File: config.mk
export PLATFORM = sky130hd
export DESIGN_NAME = cp1252_to_utf8_encoder
export DESIGN_NICKNAME = d
export VERILOG_FILES = /design/src/c2u_pkg.sv /design/src/cp1252_to_utf8_encoder.sv /design/src/c2u_encoder.sv
export VERILOG_INCLUDE_DIRS = /design/src /design/src/src
export SDC_FILE = /design/constraint.sdc
export NUM_CORES = 1
export LEC_CHECK = 0
export BUFFER_PORTS_ARGS = -buffer_cell sky130_fd_sc_hd__buf_2
export CAP_MARGIN = 5
export CORE_UTILIZATION = 30
export DETAILED_ROUTE_END_ITERATION = 16
export PLACE_DENSITY_LB_ADDON = 0.05
export SETUP_SLACK_MARGIN = 0.15
export SYNTH_ARGS = -nofsm -noshare
export SYNTH_HDL_FRONTEND = slang
export SYNTH_SLANG_ARGS = --single-unit
export TNS_END_PERCENT = 10
File: constraint.sdc
create_clock -name clk -period 14.7 [get_ports clk]
set_clock_uncertainty 0.1 [all_clocks]
set_input_delay 3.675 -clock clk [delete_from_list [all_inputs] [get_ports clk]]
set_output_delay 3.675 -clock clk [all_outputs]
set_load 0.005 [all_outputs]
File: src/cp1252_to_utf8_encoder_defines.svh
// Assertion macros for the cp1252 to UTF-8 encoder.
// Needs a clock named clk and an active-low reset named rst_n in scope.
`ifndef CP1252_TO_UTF8_ENCODER_DEFINES_SVH
`define CP1252_TO_UTF8_ENCODER_DEFINES_SVH

`ifndef SYNTHESIS

// Same-cycle implication
`define C2U_ASSERT_NOW(lbl, ante, cons, msg) \
    lbl: assert property (@(posedge clk) disable iff (!rst_n) (ante) |-> (cons)) \
        else $error(msg);

// Next-cycle implication
`define C2U_ASSERT_NEXT(lbl, ante, cons, msg) \
    lbl: assert property (@(posedge clk) disable iff (!rst_n) (ante) |=> (cons)) \
        else $error(msg);

`else

`define C2U_ASSERT_NOW(lbl, ante, cons, msg)
`define C2U_ASSERT_NEXT(lbl, ante, cons, msg)

`endif

`endif

File: src/c2u_pkg.sv
// Shared types and constants for the cp1252 to UTF-8 encoder.
// No dependencies.
package c2u_pkg;

    localparam int unsigned TOTAL_W  = 32;
    localparam int unsigned OUT_DATA_W = 64;

    // UTF-8 sequence lengths
    localparam logic [1:0] LEN_ONE   = 2'd1;
    localparam logic [1:0] LEN_TWO   = 2'd2;
    localparam logic [1:0] LEN_THREE = 2'd3;

    localparam logic [15:0] CP_TWO_BYTE_MIN   = 16'h0080;
    localparam logic [15:0] CP_THREE_BYTE_MIN = 16'h0800;

    localparam logic [7:0] LEAD_TWO   = 8'hC0;
    localparam logic [7:0] LEAD_THREE = 8'hE0;
    localparam logic [7:0] CONT_MARK  = 8'h80;
    localparam logic [5:0] CONT_MASK  = 6'h3F;

    // C1 control range 0x80..0x9F; undefined slots map to themselves
    localparam logic [15:0] C1_MAP [32] = '{
        16'h20AC, 16'h0081, 16'h201A, 16'h0192, 16'h201E, 16'h2026, 16'h2020, 16'h2021,
        16'h02C6, 16'h2030, 16'h0160, 16'h2039, 16'h0152, 16'h008D, 16'h017D, 16'h008F,
        16'h0090, 16'h2018, 16'h2019, 16'h201C, 16'h201D, 16'h2022, 16'h2013, 16'h2014,
        16'h02DC, 16'h2122, 16'h0161, 16'h203A, 16'h0153, 16'h009D, 16'h017E, 16'h0178
    };

    typedef struct packed {
        logic [7:0] first;
        logic [7:0] second;
        logic [7:0] third;
        logic [1:0] count;
    } utf8_char_t;

endpackage

File: src/cp1252_to_utf8_encoder.sv
// Top level of the windows-1252 to UTF-8 encoder: handshakes, running state.
// Depends on c2u_pkg, c2u_encoder and cp1252_to_utf8_encoder_defines.svh.
//
// Usage
//   Slave stream: one windows-1252 byte per beat in s_axis_tdata, with
//   s_axis_tlast marking the last byte of a text. Master stream: one beat
//   per input byte carrying the encoded sequence (one to three bytes plus
//   count), the running byte total for the text, a sticky non-ASCII flag
//   and a flag saying whether total plus a terminator fits out_capacity.
//   cfg_data/cfg_valid writes out_capacity; cfg_ready is always high.
//   Write it only while the block is empty.
// Timing
//   Two-register pipeline: input register, then table lookup, bit packing
//   and the saturating add in one combinational pass, then the result
//   register. Throughput is one byte per cycle while the receiver does
//   not stall, set by the add that carries the running total from one
//   byte to the next.
// Reset and stall
//   Reset empties both registers, clears the running total and flag and
//   sets out_capacity to all ones. When the receiver stalls the result
//   register holds; one more byte may wait in the input register, after
//   which s_axis_tready drops. After a tlast beat the total and flag clear.
`include "cp1252_to_utf8_encoder_defines.svh"

module cp1252_to_utf8_encoder
(
    input  logic        clk,
    input  logic        rst_n,

    input  logic        s_axis_tvalid,
    output logic        s_axis_tready,
    input  logic [7:0]  s_axis_tdata,   // [7:0] in_byte
    input  logic        s_axis_tlast,   // end_of_text

    output logic        m_axis_tvalid,
    input  logic        m_axis_tready,
    // [7:0] utf8_first, [15:8] utf8_second, [23:16] utf8_third,
    // [25:24] utf8_count, [57:26] running_total, [58] non_ascii_seen,
    // [59] still_fits, [63:60] zero
    output logic [c2u_pkg::OUT_DATA_W-1:0] m_axis_tdata,

    input  logic        cfg_valid,
    output logic        cfg_ready,
    input  logic [31:0] cfg_data        // out_capacity
);

    localparam int unsigned TW = c2u_pkg::TOTAL_W;

    // Input register
    logic       in_vld_reg;
    logic [7:0] in_byte_reg;
    logic       in_last_reg;

    // Running state per text
    logic [TW-1:0] total_reg, total_next;
    logic          flag_reg,  flag_next;
    logic [TW-1:0] cap_reg;

    // Result register
    logic                out_vld_reg;
    c2u_pkg::utf8_char_t out_char_reg;
    logic [TW-1:0]       out_total_reg;
    logic                out_flag_reg;
    logic                out_fits_reg;

    c2u_pkg::utf8_char_t enc;
    logic [TW:0]         sum;
    logic                fits;
    logic                advance;

    // Pipeline control: move when the result slot is free or being drained
    assign advance       = in_vld_reg && (!out_vld_reg || m_axis_tready);
    assign s_axis_tready = !in_vld_reg || advance;
    assign cfg_ready     = 1'b1;

    c2u_encoder u_encoder
    (
        .in_byte (in_byte_reg),
        .utf8    (enc)
    );

    // Saturating running total; fits means total + 1 <= capacity,
    // which for a capacity below 2^32 is simply total < capacity
    always_comb
    begin
        sum = {1'b0, total_reg} + {{(TW-1){1'b0}}, enc.count};
        if (sum[TW])
        begin
            total_next = {TW{1'b1}};
        end
        else
        begin
            total_next = sum[TW-1:0];
        end
        flag_next = flag_reg | in_byte_reg[7];
        fits      = total_next < cap_reg;
    end

    always_ff @(posedge clk or negedge rst_n)
    begin
        if (!rst_n)
        begin
            in_vld_reg  <= 1'b0;
            out_vld_reg <= 1'b0;
            total_reg   <= '0;
            flag_reg    <= 1'b0;
            cap_reg     <= {TW{1'b1}};
        end
        else
        begin
            if (s_axis_tready)
            begin
                in_vld_reg <= s_axis_tvalid;
            end
            if (advance)
            begin
                out_vld_reg <= 1'b1;
                if (in_last_reg)
                begin
                    total_reg <= '0;
                    flag_reg  <= 1'b0;
                end
                else
                begin
                    total_reg <= total_next;
                    flag_reg  <= flag_next;
                end
            end
            else if (m_axis_tready)
            begin
                out_vld_reg <= 1'b0;
            end
            if (cfg_valid)
            begin
                cap_reg <= cfg_data;
            end
        end
    end

    // Payload registers, no reset
    always_ff @(posedge clk)
    begin
        if (s_axis_tvalid && s_axis_tready)
        begin
            in_byte_reg <= s_axis_tdata;
            in_last_reg <= s_axis_tlast;
        end
        if (advance)
        begin
            out_char_reg  <= enc;
            out_total_reg <= total_next;
            out_flag_reg  <= flag_next;
            out_fits_reg  <= fits;
        end
    end

    assign m_axis_tvalid = out_vld_reg;
    assign m_axis_tdata  = {4'h0, out_fits_reg, out_flag_reg, out_total_reg,
                            out_char_reg.count, out_char_reg.third,
                            out_char_reg.second, out_char_reg.first};

    `C2U_ASSERT_NOW(a_no_overwrite, s_axis_tvalid && s_axis_tready && in_vld_reg, advance, "input beat taken over a held byte")
    `C2U_ASSERT_NEXT(a_clear_after_last, advance && in_last_reg, total_reg == '0 && !flag_reg, "running state not cleared after tlast")
    `C2U_ASSERT_NOW(a_single_byte_pad, out_vld_reg && out_char_reg.count == c2u_pkg::LEN_ONE, out_char_reg.second == 8'h00 && out_char_reg.third == 8'h00, "unused UTF-8 bytes not zero")
    `C2U_ASSERT_NOW(a_flag_follows_lead, out_vld_reg && out_char_reg.first[7], out_flag_reg, "multi-byte result without non-ASCII flag")
    `C2U_ASSERT_NOW(a_fits_not_saturated, out_vld_reg && out_fits_reg, out_total_reg != {TW{1'b1}}, "fit reported with saturated total")

endmodule

File: src/c2u_encoder.sv
// Combinational cp1252 byte to UTF-8 sequence encoder.
// Depends on c2u_pkg (C1 table, utf8_char_t).
module c2u_encoder
(
    input  logic [7:0]          in_byte,
    output c2u_pkg::utf8_char_t utf8
);

    logic [15:0] cp;

    always_comb
    begin
        if (in_byte[7:5] == 3'b100)
        begin
            cp = c2u_pkg::C1_MAP[in_byte[4:0]];
        end
        else
        begin
            cp = {8'h00, in_byte};
        end
    end

    always_comb
    begin
        utf8.first  = 8'h00;
        utf8.second = 8'h00;
        utf8.third  = 8'h00;
        utf8.count  = c2u_pkg::LEN_ONE;
        if (cp < c2u_pkg::CP_TWO_BYTE_MIN)
        begin
            utf8.first = cp[7:0];
        end
        else if (cp < c2u_pkg::CP_THREE_BYTE_MIN)
        begin
            utf8.first  = c2u_pkg::LEAD_TWO | {3'b000, cp[10:6]};
            utf8.second = c2u_pkg::CONT_MARK | {2'b00, cp[5:0] & c2u_pkg::CONT_MASK};
            utf8.count  = c2u_pkg::LEN_TWO;
        end
        else
        begin
            utf8.first  = c2u_pkg::LEAD_THREE | {4'h0, cp[15:12]};
            utf8.second = c2u_pkg::CONT_MARK | {2'b00, cp[11:6]};
            utf8.third  = c2u_pkg::CONT_MARK | {2'b00, cp[5:0] & c2u_pkg::CONT_MASK};
            utf8.count  = c2u_pkg::LEN_THREE;
        end
    end

endmodule
Yosys cells after proc, flatten, opt, wreduce, memory -nomap -nowiden --
Memory sizes are Yosys's and may differ from the RTL's. Index checks and enable logic that the tools add are counted.
Word-level totals: register bits after elaboration 136, bits in read-only memories 512, output and inout port bits 67, memories kept 1
Memories:
- (no name shown) | words 32, width 16, read ports 1, clocked after Yosys merged registers in 0, write ports 0, RTL line c2u_encoder.sv:15 | cp = c2u_pkg::C1_MAP[in_byte[4:0]];
Cells by class: add/sub/neg operators 1, order comparisons 4, eq/ne operators 1, mux-type cells 13, bitwise operators 2, reduce and logical (&&, ||, !) cells 8
Operators with widths (count):
- 32-bit 2-to-1 mux | 2
- 16-bit 2-to-1 mux | 3
- 32-bit by 2-bit adder with 33-bit output | 1
- 32-bit < comparator | 1
- 16-bit by 12-bit < comparator with 1-bit output (second input constant) | 1
- 16-bit by 8-bit < comparator with 1-bit output (second input constant) | 1
- 8-bit 2-to-1 mux | 2
- 14-bit 2-to-1 mux | 1
- 6-bit >= comparator (second input constant) | 1
- 5-bit NOT with 6-bit output | 1
- 1-bit 2-to-1 mux | 4
- 3-bit equality test (second input constant) | 1
- 1-bit logical AND | 2
- 1-bit zero test | 2
- 1-bit logical OR | 2
- 2-bit 2-to-1 mux | 1
- 2-bit nonzero test | 1
- 2-bit OR reduction | 1
- 1-bit OR | 1

Logic depth before layout (Yosys ltp) --
depth in word-level cells 11, mapped depth 26, mapped depth without buffers 22

Hierarchy --
From an unflattened synthesis, not the netlist that was laid out.
Unflattened totals: cells, all modules 766, area, all modules 7781.2 µm²
Modules (own cells, without submodules):
- cp1252_to_utf8_encoder | instances 1, cells each 623, area an instance 6761.5 µm², seq. area each 3788.6 µm²
- c2u_encoder | instances 1, cells each 143, area an instance 1019.7 µm², seq. area each 0.0 µm²

Worst setup path before layout --
OpenSTA, ideal clock, no wires.
path type in2out, start input m_axis_tready, end output s_axis_tready, arrival 3.849 ns, required time 10.925 ns, path slack 7.076 ns, cell stages on the path 1, path buffers 0, cells stage by stage nand3b_1
On the way: longest elaborated chain between the ends 3
RTL lines:
- start: declaration | RTL line cp1252_to_utf8_encoder.sv:36 | input logic m_axis_tready,
- 1-bit logical OR | RTL line cp1252_to_utf8_encoder.sv:72 | assign advance = in_vld_reg && (!out_vld_reg || m_axis_tready);
- 1-bit logical AND | RTL line cp1252_to_utf8_encoder.sv:72
- 1-bit logical OR | RTL line cp1252_to_utf8_encoder.sv:73 | assign s_axis_tready = !in_vld_reg || advance;
- end: declaration | RTL line cp1252_to_utf8_encoder.sv:31 | output logic s_axis_tready,
Every way passes these cells.

Worst setup path after layout --
Ends and elaborated chain as after synthesis.

==> metrics.md <==
| Metric | Value |
|---|---|
| Setup Buffers After CTS | `0` |
| Register area share after synthesis | `50.9%` |
| Clock tree from TritonCTS | `done` |
| Top Ports | `113` |
| Layout cells sized above 1 | `23.8%` |
| Int Power | `0.708 mW` |
| Maxcap violations | `0` |
| RSZ-0062 raised after global routing | `no` |
| Vias per cell | `4.94` |
| Ys Warns | `0` |
| Mapped Area | `7330 µm²` |
| H-Tree Depth | `4` |
| Syn Area/Cell | `10.4 µm²` |
| Combinational power share | `13.2%` |
| Worst VDD drop | `0.0569 mV` |
| Drt pass-1 iters | `6` |
| Die Y | `158 µm` |
| Worst slew margin relative to its limit | `36.5%` |
| # clock sinks | `134` |
| Sw Share | `27.2%` |
| Largest net degree at the start of global routing | `72` |
| Routed WL | `18700 µm` |
| Sw Pwr | `0.264 mW` |
| Clock-pin transition on the worst setup and hold timing paths | `0.06 ns` |
| Seq pwr share | `46.2%` |
| Leak Pwr | `3.83 nW` |
| Die W | `158 µm` |
| Crit. End Element | `output pin` |
| DR vias | `5565` |
| Dominant cell type by area after synthesis | `edfxtp_1` |
| Clock latency on the worst-skew pair | `0.42 ns` |
| Gpl congestion | `0.794` |
| Worst setup SP type | `input pin` |
| Nets@finish | `881` |
| Most frequent cells after synthesis | `84 x nand2_1, 67 x edfxtp_1, 55 x a21oi_1` |
| Period utilisation layout | `53.6%` |
| Post-synth top flop | `edfxtp_1` |
| Area of the die | `25000 µm²` |
| Overall Global Routing Usage | `15.6%` |
| Most frequent cell after synthesis | `nand2_1` |
| Worst Path Max Fanout | `3` |
| Power Density | `113 nW/µm²` |
| Clock network fraction of design power | `40.7%` |
| Drc violations | `0` |
| N_diodes | `0` |
| Initial antenna violation count | `0` |
| Kind of critical path | `in -> out` |
| Clock Path Buffers | `2` |
| Max-slew violation count | `0` |
| Number of global-route vias before repair | `5433` |
| First-pass GRT wire length | `29700 µm` |
| Register bit total from synthesis | `134` |
| DRT iter0 DRCs | `292` |
| Core Box Area | `23700 µm²` |
| Post-synth top area share | `27.5%` |
| Hold Slack | `0.414 ns` |
| Final count of hold timing violations | `0` |
| Resized cells post-CTS | `0` |
| ANT nets after route | `0` |
| Num CTS Buffers | `17` |
| Layout area overhead | `17.2%` |
| Setup TNS Final | `0 ns` |
| Wire per inst | `16.6 µm` |
| Initial Utilization | `30.9%` |
| CTS root buf | `clkbuf_16` |
| Synth cell types | `70` |
| FMAX | `0.127 GHz` |
| Status | `completed` |
| Hold/Removal Path Class | `reg -> reg` |
| Syn Inst Count | `707` |
| Dpl hpwl | `13000 µm` |
| Port bufs | `105` |
| Total Power | `0.973 mW` |
| Setup Viol. Count Final | `0` |
| Async set-or-reset flop fraction in the synthesized netlist | `50.0%` |
| Minimum clock period | `7.88 ns` |
| CTS Hold Bufs | `0` |
| GRT overflow | `0` |
| Crit path DAT | `4.10 ns` |
| Synth top area cells | `edfxtp_1 27%, dfrtp_1 12%, dfstp_2 11%, ha_1 6.8%, nand2_1 4.3%` |
| Number of synthesized flops with an enable pin | `67` |
| Worst-margin pin slew | `0.953 ns` |
| WP data required | `10.93 ns` |
| # rows | `56` |
## final timing paths
| check | from | to | slack [ns] | depth (start not counted) |
|---|---|---|---|---|
| max reg2reg | in_byte_reg[0]$_DFFE_PP_ | out_fits_reg$_DFFE_PP_ | 7.20 | 21 |
| max in group asynchronous | rst_n | total_reg[0]$_DFFE_PN0P_ | 10.49 | 2 |
| min | cap_reg[8]$_DFFE_PN1P_ | cap_reg[8]$_DFFE_PN1P_ | 0.41 | 2 |
| min in group asynchronous | rst_n | total_reg[31]$_DFFE_PN0P_ | 3.40 | 2 |
| min reg2reg | cap_reg[8]$_DFFE_PN1P_ | cap_reg[8]$_DFFE_PN1P_ | 0.41 | 2 |
| max | m_axis_tready | s_axis_tready | 6.82 | 3 |
## power groups by stage
stage / clock network [mW] / logic [mW] / registers (mW)
global placement: 0 / 0.129 / 0.456
finish: 0.396 / 0.128 / 0.449
CTS: 0.406 / 0.131 / 0.450
detailed placement: 0 / 0.130 / 0.456
floorplan: 0 / 0.0840 / 0.451
global route: 0.426 / 0.146 / 0.453
## stage by stage
| stage | worst slack, ns | util (%) | instance area, µm² | cells |
|---|---|---|---|---|
| finish | 6.82 | 36.2 | 8580 | 1126 |
| global route | 6.54 | 36.2 | 8580 | 1126 |
| CTS | 6.82 | 36.2 | 8580 | 1126 |
| detailed placement | 6.82 | 34.0 | 8050 | 1094 |
| global placement | 6.84 | 34.0 | 8050 | 1094 |
| floorplan | 7.08 | - | 7340 | 712 |
## final cells by class
class / instances / area (µm²)
flip-flops and latches: 134 / 3730
inverters: 45 / 170
repair buffers: 113 / 586
clock buffers: 22 / 464
clock inverters: 10 / 72.6
well taps: 319 / 399
fillers: 2470 / 15100
multi-input cells: 483 / 3160
## per-layer routing
metal | global-route usage [%] | share of wire (%)
met5 | 0 | 0
met4 | 4.85 | 0.93
met3 | 3.16 | 3.9
met2 | 23.9 | 46
met1 | 21.9 | 50
## cell families after synthesis
group | Yosys count | share of synthesized area, %
xor gates and xnor gates | 24 | 2.87
buffers and inverters | 95 | 6.18
AOI/OAI and AO/OA | 202 | 17.7
adders and majority gates | 41 | 7.11
muxes | 10 | 1.62
DFF | 134 | 50.9
other | 2 | 0.103
and+or+nand+nor | 199 | 13.5
## cell usage in the layout (no fill, tap or decap), drive strengths merged, types with 7 or more instances in the layout
master / instances
and4: 7
dfrtp: 35
nor2: 32
xnor2: 14
a31o: 12
inv: 46
o21ai: 49
a31oi: 19
xor2: 10
edfxtp: 67
buf: 113
and2: 9
nand3: 11
o22a: 11
clkinv: 8
dfstp: 32
a21o: 8
nand4: 11
conb: 7
ha: 40
nand2: 84
clkbuf: 22
and3: 11
nor3: 10
a21oi: 56
## worst max-delay path: stages
cell	delay (ns)
buf_2	0.10
nand3b_1	0.18
buf_2	0.15
Note: power is estimated with default switching activity, not from simulation.
